--- src/rpv_pkg.sv ---
// rpv_pkg: shared types and character constants for the relative path validator.
// No dependencies; imported by rpv_seg_check, relative_path_validator and the test bench.
package rpv_pkg;

  localparam int unsigned CFG_W     = 12;
  localparam int unsigned COUNT_W   = 13;
  localparam int unsigned SEG_LEN_W = 3;

  localparam logic [CFG_W-1:0]     MAX_LEN_RESET = 12'd512;
  localparam logic [COUNT_W-1:0]   COUNT_SAT     = 13'h1FFF;
  localparam logic [SEG_LEN_W-1:0] SEG_SAT       = 3'd5;
  localparam logic [SEG_LEN_W-1:0] PREFIX_BYTES  = 3'd4;

  localparam logic [7:0] CH_CTRL_LIM = 8'h20;
  localparam logic [7:0] CH_SPACE    = 8'h20;
  localparam logic [7:0] CH_DQUOTE   = 8'h22;
  localparam logic [7:0] CH_STAR     = 8'h2A;
  localparam logic [7:0] CH_DOT      = 8'h2E;
  localparam logic [7:0] CH_SLASH    = 8'h2F;
  localparam logic [7:0] CH_ONE      = 8'h31;
  localparam logic [7:0] CH_NINE     = 8'h39;
  localparam logic [7:0] CH_COLON    = 8'h3A;
  localparam logic [7:0] CH_LT       = 8'h3C;
  localparam logic [7:0] CH_GT       = 8'h3E;
  localparam logic [7:0] CH_QUEST    = 8'h3F;
  localparam logic [7:0] CH_BSLASH   = 8'h5C;
  localparam logic [7:0] CH_LOW_A    = 8'h61;
  localparam logic [7:0] CH_LOW_Z    = 8'h7A;
  localparam logic [7:0] CH_BAR      = 8'h7C;
  localparam logic [7:0] CASE_DELTA  = 8'h20;

  // Device names, first character in the low byte
  localparam logic [23:0] NAME_CON = {"N", "O", "C"};
  localparam logic [23:0] NAME_PRN = {"N", "R", "P"};
  localparam logic [23:0] NAME_AUX = {"X", "U", "A"};
  localparam logic [23:0] NAME_NUL = {"L", "U", "N"};
  localparam logic [23:0] NAME_COM = {"M", "O", "C"};
  localparam logic [23:0] NAME_LPT = {"T", "P", "L"};

  // Running state of the current '/'-separated segment
  typedef struct packed {
    logic [SEG_LEN_W-1:0] seg_len;    // saturates at SEG_SAT
    logic [31:0]          prefix;     // first four bytes, upper-cased
    logic [SEG_LEN_W-1:0] stem_len;   // bytes before first '.'
    logic                 dot_seen;
    logic                 all_dots;
    logic [7:0]           last_char;
  } seg_state_t;

  localparam seg_state_t SEG_CLEAR = '{
    seg_len:   '0,
    prefix:    '0,
    stem_len:  '0,
    dot_seen:  1'b0,
    all_dots:  1'b1,
    last_char: '0
  };

endpackage

--- src/rpv_seg_check.sv ---
// rpv_seg_check: decides whether a finished path segment is illegal.
// Depends on rpv_pkg (seg_state_t, device name constants).
module rpv_seg_check (
  input  rpv_pkg::seg_state_t seg,
  output logic                seg_bad
);
  import rpv_pkg::*;

  logic [23:0] head;
  logic [7:0]  digit;
  logic        name3_hit;
  logic        name4_hit;
  logic        whole_hit;
  logic        stem_hit;

  assign head  = seg.prefix[23:0];
  assign digit = seg.prefix[31:24];

  assign name3_hit = (head == NAME_CON) || (head == NAME_PRN) ||
                     (head == NAME_AUX) || (head == NAME_NUL);
  assign name4_hit = (digit >= CH_ONE) && (digit <= CH_NINE) &&
                     ((head == NAME_COM) || (head == NAME_LPT));

  assign whole_hit = ((seg.seg_len == 3'd3) && name3_hit) ||
                     ((seg.seg_len == 3'd4) && name4_hit);
  assign stem_hit  = ((seg.stem_len == 3'd3) && name3_hit) ||
                     ((seg.stem_len == 3'd4) && name4_hit);

  assign seg_bad = (seg.seg_len == '0) ||
                   (seg.all_dots && (seg.seg_len <= 3'd2)) ||
                   (seg.last_char == CH_DOT) || (seg.last_char == CH_SPACE) ||
                   whole_hit ||
                   (seg.dot_seen && stem_hit);

endmodule

--- src/relative_path_validator.sv ---
// relative_path_validator: streaming validity check of a relative path.
// Depends on rpv_pkg and rpv_seg_check.
//
// A path arrives one byte per transfer on the in_ channel; in_is_last closes
// it and in_no_byte marks a transfer without a byte (with in_is_last: the
// path ends with what has been received, an empty path if nothing). Each
// path gives exactly one out_path_ok verdict on the out_ channel, 1 for a
// valid relative path. A path fails if it is empty, longer than
// max_path_length bytes, starts with '/', holds a control byte, backslash or
// any of < > : " | ? *, or has a segment that is empty, "." or "..", ends in
// '.' or space, or names a reserved device (CON PRN AUX NUL COM1-9 LPT1-9,
// case-blind) whole or in its stem before the first '.'. Bytes from 0x80 up
// are accepted. Throughput is one transfer per clock while the input does not
// stall: a transfer is held in an input register, checked in one pass against
// the running path state and the verdict captured in an output register, from
// which it is offered on the out_ channel. The input stalls only while a
// finished verdict waits in the output register, out_stall is high, and the
// next transfer in the input register also closes a path. The user must write
// max_path_length through cfg_wr_en/cfg_wr_data only while no path is in
// flight; the block itself does not enforce this. max_path_length resets to 512.
module relative_path_validator (
  input  logic                    clk,
  input  logic                    rst_n,
  // configuration
  input  logic                    cfg_wr_en,
  input  logic [rpv_pkg::CFG_W-1:0] cfg_wr_data,
  // input channel
  input  logic                    in_valid,
  output logic                    in_stall,
  input  logic [7:0]              in_path_byte,
  input  logic                    in_is_last,
  input  logic                    in_no_byte,
  // result channel
  output logic                    out_valid,
  input  logic                    out_stall,
  output logic                    out_path_ok
);
  import rpv_pkg::*;

  // configuration register
  logic [CFG_W-1:0] max_len_r;

  // input register
  logic       s1_v_r;
  logic [7:0] s1_byte_r;
  logic       s1_last_r;
  logic       s1_none_r;

  // running path state
  logic [COUNT_W-1:0] byte_count_r, byte_count_nxt;
  logic               path_failed_r, path_failed_nxt;
  logic               at_start_r, at_start_nxt;
  seg_state_t         seg_r, seg_nxt;
  seg_state_t         seg_upd;

  // result register
  logic out_v_r;
  logic path_ok_r;

  logic in_xfer;
  logic can_adv;
  logic s1_fire;
  logic take;
  logic is_slash;
  logic bad_char;
  logic cur_seg_bad;
  logic end_seg_bad;
  logic [7:0] up_char;
  logic verdict_ok;
  logic [COUNT_W-1:0] max_len_ext;

  // The input register moves on unless it holds a closing transfer and the
  // previous verdict is still waiting downstream.
  assign can_adv  = !s1_last_r || !out_v_r || !out_stall;
  assign s1_fire  = s1_v_r && can_adv;
  assign in_stall = s1_v_r && !can_adv;
  assign in_xfer  = in_valid && !in_stall;

  always_ff @(posedge clk) begin
    if (!rst_n) begin
      max_len_r <= MAX_LEN_RESET;
    end else if (cfg_wr_en) begin
      max_len_r <= cfg_wr_data;
    end
  end

  always_ff @(posedge clk) begin
    if (!rst_n) begin
      s1_v_r <= 1'b0;
    end else if (in_xfer) begin
      s1_v_r <= 1'b1;
    end else if (s1_fire) begin
      s1_v_r <= 1'b0;
    end
  end

  always_ff @(posedge clk) begin
    if (in_xfer) begin
      s1_byte_r <= in_path_byte;
      s1_last_r <= in_is_last;
      s1_none_r <= in_no_byte;
    end
  end

  // -------- per-byte checks --------
  assign take     = !s1_none_r;
  assign is_slash = (s1_byte_r == CH_SLASH);
  assign bad_char = (s1_byte_r < CH_CTRL_LIM) || (s1_byte_r == CH_LT) ||
                    (s1_byte_r == CH_GT) || (s1_byte_r == CH_COLON) ||
                    (s1_byte_r == CH_DQUOTE) || (s1_byte_r == CH_BAR) ||
                    (s1_byte_r == CH_QUEST) || (s1_byte_r == CH_STAR) ||
                    (s1_byte_r == CH_BSLASH);
  assign up_char  = ((s1_byte_r >= CH_LOW_A) && (s1_byte_r <= CH_LOW_Z)) ?
                    (s1_byte_r - CASE_DELTA) : s1_byte_r;

  // segment closed by a '/' is judged on its state before the slash
  rpv_seg_check u_cur_check (
    .seg     (seg_r),
    .seg_bad (cur_seg_bad)
  );

  // segment state after a non-slash byte
  always_comb begin
    seg_upd = seg_r;
    if (seg_r.seg_len < PREFIX_BYTES) begin
      case (seg_r.seg_len[1:0])
        2'd0:    seg_upd.prefix[7:0]   = up_char;
        2'd1:    seg_upd.prefix[15:8]  = up_char;
        2'd2:    seg_upd.prefix[23:16] = up_char;
        default: seg_upd.prefix[31:24] = up_char;
      endcase
    end
    if ((s1_byte_r == CH_DOT) && !seg_r.dot_seen) begin
      seg_upd.dot_seen = 1'b1;
      seg_upd.stem_len = seg_r.seg_len;
    end
    if (s1_byte_r != CH_DOT) begin
      seg_upd.all_dots = 1'b0;
    end
    seg_upd.last_char = s1_byte_r;
    if (seg_r.seg_len < SEG_SAT) begin
      seg_upd.seg_len = seg_r.seg_len + 3'd1;
    end
  end

  always_comb begin
    byte_count_nxt  = byte_count_r;
    path_failed_nxt = path_failed_r;
    at_start_nxt    = at_start_r;
    seg_nxt         = seg_r;
    if (take) begin
      if (byte_count_r != COUNT_SAT) begin
        byte_count_nxt = byte_count_r + 13'd1;
      end
      at_start_nxt = 1'b0;
      if ((at_start_r && is_slash) || bad_char || (is_slash && cur_seg_bad)) begin
        path_failed_nxt = 1'b1;
      end
      seg_nxt = is_slash ? SEG_CLEAR : seg_upd;
    end
  end

  // trailing segment is judged on its state after the closing byte
  rpv_seg_check u_end_check (
    .seg     (seg_nxt),
    .seg_bad (end_seg_bad)
  );

  assign max_len_ext = {1'b0, max_len_r};
  assign verdict_ok  = !path_failed_nxt && (byte_count_nxt != '0) &&
                       (byte_count_nxt <= max_len_ext) && !end_seg_bad;

  always_ff @(posedge clk) begin
    if (!rst_n) begin
      byte_count_r  <= '0;
      path_failed_r <= 1'b0;
      at_start_r    <= 1'b1;
      seg_r         <= SEG_CLEAR;
    end else if (s1_fire) begin
      if (s1_last_r) begin
        // verdict given: start a fresh path
        byte_count_r  <= '0;
        path_failed_r <= 1'b0;
        at_start_r    <= 1'b1;
        seg_r         <= SEG_CLEAR;
      end else begin
        byte_count_r  <= byte_count_nxt;
        path_failed_r <= path_failed_nxt;
        at_start_r    <= at_start_nxt;
        seg_r         <= seg_nxt;
      end
    end
  end

  always_ff @(posedge clk) begin
    if (!rst_n) begin
      out_v_r <= 1'b0;
    end else if (s1_fire && s1_last_r) begin
      out_v_r <= 1'b1;
    end else if (!out_stall) begin
      out_v_r <= 1'b0;
    end
  end

  always_ff @(posedge clk) begin
    if (s1_fire && s1_last_r) begin
      path_ok_r <= verdict_ok;
    end
  end

  assign out_valid   = out_v_r;
  assign out_path_ok = path_ok_r;

  // -------- assertions --------
  // the path start flag and the byte count must agree
  a_start_vs_count: assert property (@(posedge clk) disable iff (!rst_n)
    at_start_r == (byte_count_r == '0))
    else $error("path start flag out of step with byte count");

  // an empty input register never stalls the source
  a_no_idle_stall: assert property (@(posedge clk) disable iff (!rst_n)
    !s1_v_r |-> !in_stall)
    else $error("stall raised with empty input register");

  // a closing transfer leaves a cleared path state behind
  a_clear_after_verdict: assert property (@(posedge clk) disable iff (!rst_n)
    (s1_fire && s1_last_r) |=> (byte_count_r == '0) && !path_failed_r)
    else $error("path state not cleared after verdict");

  // a new verdict only follows a closing transfer
  a_verdict_source: assert property (@(posedge clk) disable iff (!rst_n)
    $rose(out_v_r) |-> $past(s1_fire && s1_last_r))
    else $error("verdict without closing transfer");

  // segment length never passes its saturation point
  a_seg_sat: assert property (@(posedge clk) disable iff (!rst_n)
    seg_r.seg_len <= SEG_SAT)
    else $error("segment length beyond saturation");

endmodule

--- config.mk ---
export PLATFORM = sky130hd
export DESIGN_NAME = relative_path_validator
export DESIGN_NICKNAME = d
export VERILOG_FILES = /design/src/rpv_pkg.sv /design/src/rpv_seg_check.sv /design/src/relative_path_validator.sv
export SDC_FILE = /design/constraint.sdc
export NUM_CORES = 1
export LEC_CHECK = 0
export BUFFER_PORTS_ARGS = -buffer_cell sky130_fd_sc_hd__buf_4
export CAP_MARGIN = 20
export CORE_ASPECT_RATIO = 0.9
export CORE_MARGIN = 1
export CORE_UTILIZATION = 57
export DETAILED_ROUTE_END_ITERATION = 10
export GPL_ROUTABILITY_DRIVEN = 0
export PLACE_DENSITY = 0.75
export SLEW_MARGIN = 20
export SYNTH_ARGS = -nofsm -noshare
export SYNTH_HDL_FRONTEND = slang
export SYNTH_SLANG_ARGS = --single-unit
--- constraint.sdc ---
create_clock -name clk -period 9.57 [get_ports clk]
set_clock_uncertainty 0.2 [all_clocks]
set_input_delay 0.957 -clock clk [delete_from_list [all_inputs] [get_ports clk]]
set_output_delay 0.957 -clock clk [all_outputs]
set_load 0.01 [all_outputs]
==> Word level (Yosys, flattened, before mapping) <==
Index checks and enable logic that the tools add are counted.
{ "classes": {"shift": 0, "magnitude_cmp": 12, "n_mul": 0, "eq_ne": 40, "n_reduce_logical": 76, "bitwise": 0, "addsub": 3, "mux": 24, "div_mod_pow": 0} }
{ "ops": {"columns": ["cell", "n"], "rows": [
  ["$eq 24x23->1 const B", 12],
  ["$mux 48", 3],
  ["$eq 8x6->1 const B", 12],
  ["$mux 8", 5],
  ["$mux 13", 3],
  ["$logic_or 1x1->1", 34],
  ["$mux 32", 1],
  ["$logic_and 1x1->1", 27],
  ["$eq 8x7->1 const B", 2],
  ["$ge 8x6->1 const B", 2],
  ["$le 8x6->1 const B", 2],
  ["$add 13x1->13 const B", 1],
  ["$le 13x12->1", 1],
  ["$ne 13x13->1 const B", 1],
  ["$reduce_bool 13->1", 1],
  ["$eq 3x2->1 const B", 4],
  ["$eq 3x3->1 const B", 4],
  ["$mux 1", 10],
  ["$ge 8x7->1 const B", 1],
  ["$le 8x7->1 const B", 1],
  ["$logic_not 1->1", 8],
  ["$lt 8x6->1 const B", 1],
  ["$ne 8x6->1 const B", 1],
  ["$sub 8x6->8 const B", 1],
  ["other kinds (14)", 17]
]} }
{ "totals": {"ff_bits": 88, "memories": 0, "rom_bits": 0, "latchBits": 0, "wordCells": 171, "in_bits": 27, "ram_bits": 0, "out_inout_bits": 3} }

==> Depth between registers and ports, before layout <==
{ "logic_depth": {"depth_word": 17, "mapped_depth": 15, "depth_no_buf": 14} }

==> Modules after synthesis <==
Synthesis repeated with hierarchy kept, for this count alone.
{ "hier_totals": {"cells_unflattened": 721, "hier_area_um2": 5700.5} }
{ "by_module_without_submodules": {"columns": ["mod", "seq_area_each_um2", "n_inst", "cells_per_inst", "area_each_um2"], "rows": [
  ["relative_path_validator", 1871.8, 1, 619, 4942.2],
  ["rpv_seg_check", 0.0, 2, 51, 379.1]
]} }

==> Worst setup path before layout <==
No wires, ideal clock.
{ "synth_path": {"path_type": "register to register", "start": "register byte_count_r[8]", "end": "register path_ok_r, in the netlist out_path_ok (data pin)", "stages_incl_launch_ff": 15, "setup_slack_ns": 6.003, "setup_time_ns": 0.157, "required_ns": 9.213, "n_path_buf": 1, "arrival_ns": 3.210, "synth_period_minus_slack_ns": 3.567, "path_cell_list": "dfxtp_1 clkbuf_1 nand4_1 nor4_1 nor2_1 mux2_2 ha_1 nor2b_1 o21ai_0 nand2b_1 a21oi_1 o211ai_1 a221oi_1 o221ai_1 nor3_1"} }
{ "synth_via": {"elab_chain_len": 7, "elab_cells_between_ends": 9, "cone_classes": "1 x add/sub; 1 x order compare; 1 x eq/ne; 2 x mux; 4 x reduce/logical"} }
{ "synth_lines": {"columns": ["item", "line_no", "rtl"], "rows": [
  ["from (decl)", "relative_path_validator.sv:50", "logic [COUNT_W-1:0] byte_count_r, byte_count_nxt;"],
  ["from (signal assigned)", "relative_path_validator.sv:187", "byte_count_r <= byte_count_nxt;"],
  ["$add 13x1->13 or $ne 13x13->1 (tied branches)", "relative_path_validator.sv:153, relative_path_validator.sv:152", null],
  ["$mux 13", "relative_path_validator.sv:152", "if (byte_count_r != COUNT_SAT) begin"],
  ["$mux 13 (*)", "relative_path_validator.sv:151", "if (take) begin"],
  ["branches (longest 2 deep; another with $le 13x12->1)", null, null],
  ["$logic_and 1x1->1 (*)", "relative_path_validator.sv:170", "assign verdict_ok = !path_failed_nxt && (byte_count_nxt != '0) &&"],
  ["$logic_and 1x1->1 (*)", "relative_path_validator.sv:171", "(byte_count_nxt <= max_len_ext) && !end_seg_bad;"],
  ["named net verdict_ok", "relative_path_validator.sv:69", "logic verdict_ok;"],
  ["to (signal assigned)", "relative_path_validator.sv:207", "path_ok_r <= verdict_ok;"],
  ["to (decl)", "relative_path_validator.sv:58", "logic path_ok_r;"]
]} }
Mark *: on every way through the listed nets, which the timed path passes.
A chain may end at the register's enable or synchronous reset.

==> Final worst setup path <==
Same ends and word-level chain as after synthesis.

==> impl_metrics.env <==
export IMPL_synth_edf_count=11
export IMPL_grtUsageMet3_pct=8.99
export IMPL_ir_worst_vdd_mv=0.113
export IMPL_fin_crit_sh_pct=42.5
export IMPL_synth_sequential_area_ratio_pct=32.7
export IMPL_ys_ff_latch=88
export IMPL_fmax_mhz=246
export IMPL_r2r_end="out_path_ok"
export IMPL_vias_per_cell=6.54
export IMPL_drt_iter0_markers=602
export IMPL_cts_htree_levels=3
export IMPL_finalHoldViolations=0
export IMPL_syn_inst=727
export IMPL_worstHoldEndpoint="seg_r[7]"
export IMPL_synthFlopType="dfxtp_1"
export IMPL_clk_pin_slew_ns=0.09
export IMPL_dp_final_hpwl_um=11000
export IMPL_power_density_mw_per_mm2=122
export IMPL_synthAdderAreaFrac_pct=4.15
export IMPL_avgSynthCellArea_um2=7.88
export IMPL_use_met1_pct=43.8
export IMPL_synth_mux_area_share_pct=3.01
export IMPL_rsz0062_at_grt="false"
export IMPL_min_path_cells=2
export IMPL_cts_resized=0
export IMPL_die_h_um=97.1
export IMPL_numCtsBuffers=9
export IMPL_worst_pin_slew_ns=0.995
export IMPL_vias=5575
export IMPL_synth_compound_area_share_pct=22.0
export IMPL_place_ws_ns=5.60
export IMPL_ant_nets=0
export IMPL_synth_simple_area_share_pct=31.6
export IMPL_grt_max_degree=77
export IMPL_path_max_fanout=9
export IMPL_status="complete, no violations"
export IMPL_synth_distinct_cells=62
export IMPL_rows=34
export IMPL_rr_startpoint="byte_count_r[8]"
export IMPL_fill_cells=835
export IMPL_drc=0
export IMPL_multi_input_area_mm2=0.00355
export IMPL_crit_arrival_ns=4.09
export IMPL_synth_fp_nets=773
export IMPL_hp_start="seg_r[7]"
export IMPL_grt_overflow_total=0
export IMPL_floorplan_die_width_um=108
export IMPL_synth_cell_area_mm2=0.00573
export IMPL_cp_end_kind="flop"
export IMPL_required_ns=9.59
export IMPL_clockBufferDepth=2
export IMPL_avgRoutedWirePerCell_um=18.6
export IMPL_first_pass_iters=6
export IMPL_cp_start_kind="flop"
export IMPL_numPortBuffers=29
export IMPL_pin_count=30
export IMPL_grt_pass1_wl_um=25400
export IMPL_clkLatencyLatePin_ns=0.37
export IMPL_grt_busiest_layer="met2"
export IMPL_antenna_cells=0
export IMPL_grt_met2_usage_pct=44.9
export IMPL_r2r_slack_ns=5.50
export IMPL_drv_cap=0
export IMPL_nNetsFinal=767
export IMPL_drt_total_wl_um=15900
export IMPL_slew_headroom_pct=33.5
export IMPL_clock_sinks=88
export IMPL_yosysWarnings=0
export IMPL_final_max_slew_viol_count=0
export IMPL_area_growth_pct=7.12
export IMPL_postCtsHoldBufs=0
export IMPL_critical_path_class="reg2reg"
export IMPL_drive_above_1_share_pct=8.13
export IMPL_min_path_type="reg2reg"
export IMPL_fin_total_pwr_uw=747
export IMPL_finalSetupViolations=0
export IMPL_cts_root_buf="clkbuf_8"
export IMPL_cts_tree="done"
export IMPL_seq_area_mm2=0.00187
export IMPL_grt_usage_pct=31.0
export IMPL_fp_dieArea_mm2=0.0105
export IMPL_setup_slack_ns=5.50
export IMPL_post_cts_buffers=0
export IMPL_synth_top_family_by_area="simple AND/OR/NAND/NOR gates"
export IMPL_synth_xor_area_share_pct=1.07
export IMPL_finalSetupTns_ns=0
export IMPL_first_global_vias=5060
export IMPL_antenna_found_initial=0
export IMPL_r2r_cells=13
export IMPL_postSynth_asyncResetShare_pct=0
export IMPL_whs_ns=0.302
export IMPL_initial_utilization_pct=59.1
export IMPL_min_period_ns=4.07
export IMPL_core_mm2=0.00970
export IMPL_p_leak_nw=2.12
-- flip-flops by register name, summed over array words and instances (netlist names) --
name           count
s1_v_r             1
s1_none_r          1
s1_last_r          1
out_valid          1
max_len_r         12
out_path_ok        1
path_failed_r      1
seg_r             48
at_start_r         1
byte_count_r      13
s1_byte_r          8
-- logic make-up after synthesis --
| kind of cell | count (synthesis) |
|---|---|
| multiplexers | 17 |
| AO/OA/AOI/OAI | 189 |
| XOR/XNOR | 7 |
| flip-flops | 88 |
| AND/OR/NAND/NOR | 328 |
| buffers and inverters | 79 |
| adder cells (fa/ha/maj) | 19 |
-- critical path, stage by stage, from the launching register on --
cell	delay (ns)
dfxtp_1	0.48
nand4_1	0.27
nor4_1	0.78
nor2_1	0.24
mux2_2	0.35
ha_1	0.28
nor2b_1	0.13
o21ai_0	0.14
nand2b_1	0.07
a21oi_1	0.19
o211ai_1	0.12
a221oi_1	0.31
o221ai_1	0.14
nor3_1	0.21
-- synth_stat cells, types with 3 or more instances --
| cell type | count | area (µm²) |
|---|---|---|
| o21ai_0 | 41 | 205 |
| xnor2_1 | 4 | 35.0 |
| a31oi_1 | 7 | 43.8 |
| nand3b_1 | 9 | 67.6 |
| nor4b_1 | 3 | 26.3 |
| clkbuf_1 | 44 | 165 |
| nand2_1 | 54 | 203 |
| o32ai_1 | 3 | 26.3 |
| and4_1 | 4 | 35.0 |
| edfxtp_1 | 11 | 330 |
| and2_1 | 13 | 81.3 |
| and3_1 | 10 | 62.6 |
| nor2_1 | 67 | 251 |
| dfxtp_1 | 77 | 1540 |
| nand4_1 | 10 | 62.6 |
| o211ai_1 | 4 | 30.0 |
| a32oi_1 | 23 | 201 |
| or3b_1 | 3 | 26.3 |
| xor2_1 | 3 | 26.3 |
| nor3b_1 | 9 | 67.6 |
| o21a_1 | 5 | 37.5 |
| ha_1 | 19 | 238 |
| o31ai_1 | 5 | 37.5 |
| nor3_1 | 16 | 80.1 |
| nor4_1 | 12 | 75.1 |
| nand2b_1 | 14 | 87.6 |
| inv_1 | 26 | 97.6 |
| a21oi_1 | 35 | 175 |
| buf_2 | 6 | 30.0 |
| a21o_1 | 4 | 30.0 |
| o22ai_1 | 8 | 50.1 |
| a22oi_1 | 28 | 210 |
| o31a_1 | 4 | 35.0 |
| a21boi_0 | 4 | 30.0 |
| nor2b_1 | 63 | 394 |
| or4_1 | 7 | 52.6 |
| or3_1 | 3 | 18.8 |
| mux2i_1 | 15 | 150 |
| nand3_1 | 19 | 95.1 |
-- worst max path at each step --
stage                    startpoint           to  slack (ns)
detailed placement  byte_count_r[8]  out_path_ok        5.60
floorplan           byte_count_r[8]  out_path_ok        6.00
finish              byte_count_r[8]  out_path_ok        5.50
CTS                 byte_count_r[8]  out_path_ok        5.58
global placement    byte_count_r[8]  out_path_ok        5.73
global route        byte_count_r[8]  out_path_ok        5.09
-- placed cells by master, fill, tap and decap left out, types with 8 or more instances in the layout --
master	instances
nor3b_1	9
nand3b_1	9
a22oi_1	28
edfxtp_1	11
nor2b_1	63
ha_1	19
mux2i_1	15
nand2_1	54
nor3_1	16
nand2b_1	14
and3_1	10
nand3_1	19
nand4_1	10
o22ai_1	8
clkbuf_8	9
inv_1	26
a21oi_1	35
and2_1	13
a32oi_1	23
nor2_1	67
nor4_1	12
buf_4	36
dfxtp_1	77
o21ai_0	41
-- through the flow --
| step | instance area, µm² | std cells | utilization (%) |
|---|---|---|---|
| final | 6140 | 852 | 63.3 |
| after detailed placement | 5940 | 836 | 61.3 |
| after CTS | 6140 | 852 | 63.3 |
| after global routing | 6140 | 852 | 63.3 |
| after global placement | 5940 | 836 | 61.3 |
| after floorplan | 5730 | 727 | - |
-- cell type report --
class	instances	share of cell area, %
multi-input combinational	560	57.8
inverter	26	1.59
sequential	88	30.5
timing repair buffer	36	4.40
clock inverter	6	1.08
clock buffer	10	2.08
tap	126	2.57
-- layer usage --
| metal | share of wire [%] | vias to the layer above |
|---|---|---|
| met2 | 42 | 338 |
| li1 | - | 2649 |
| met3 | 12 | 42 |
| met1 | 44 | 2546 |
| met4 | 2.4 | 0 |
| met5 | 0 | - |
-- power by group --
group	switching [mW]	internal (mW)	total [mW]
Combinational	0.0511	0.0343	0.0855
Clock	0.143	0.122	0.265
Sequential	0.0138	0.382	0.396
Total	0.208	0.539	0.747
No activity file was read; power rests on OpenSTA's default activity.
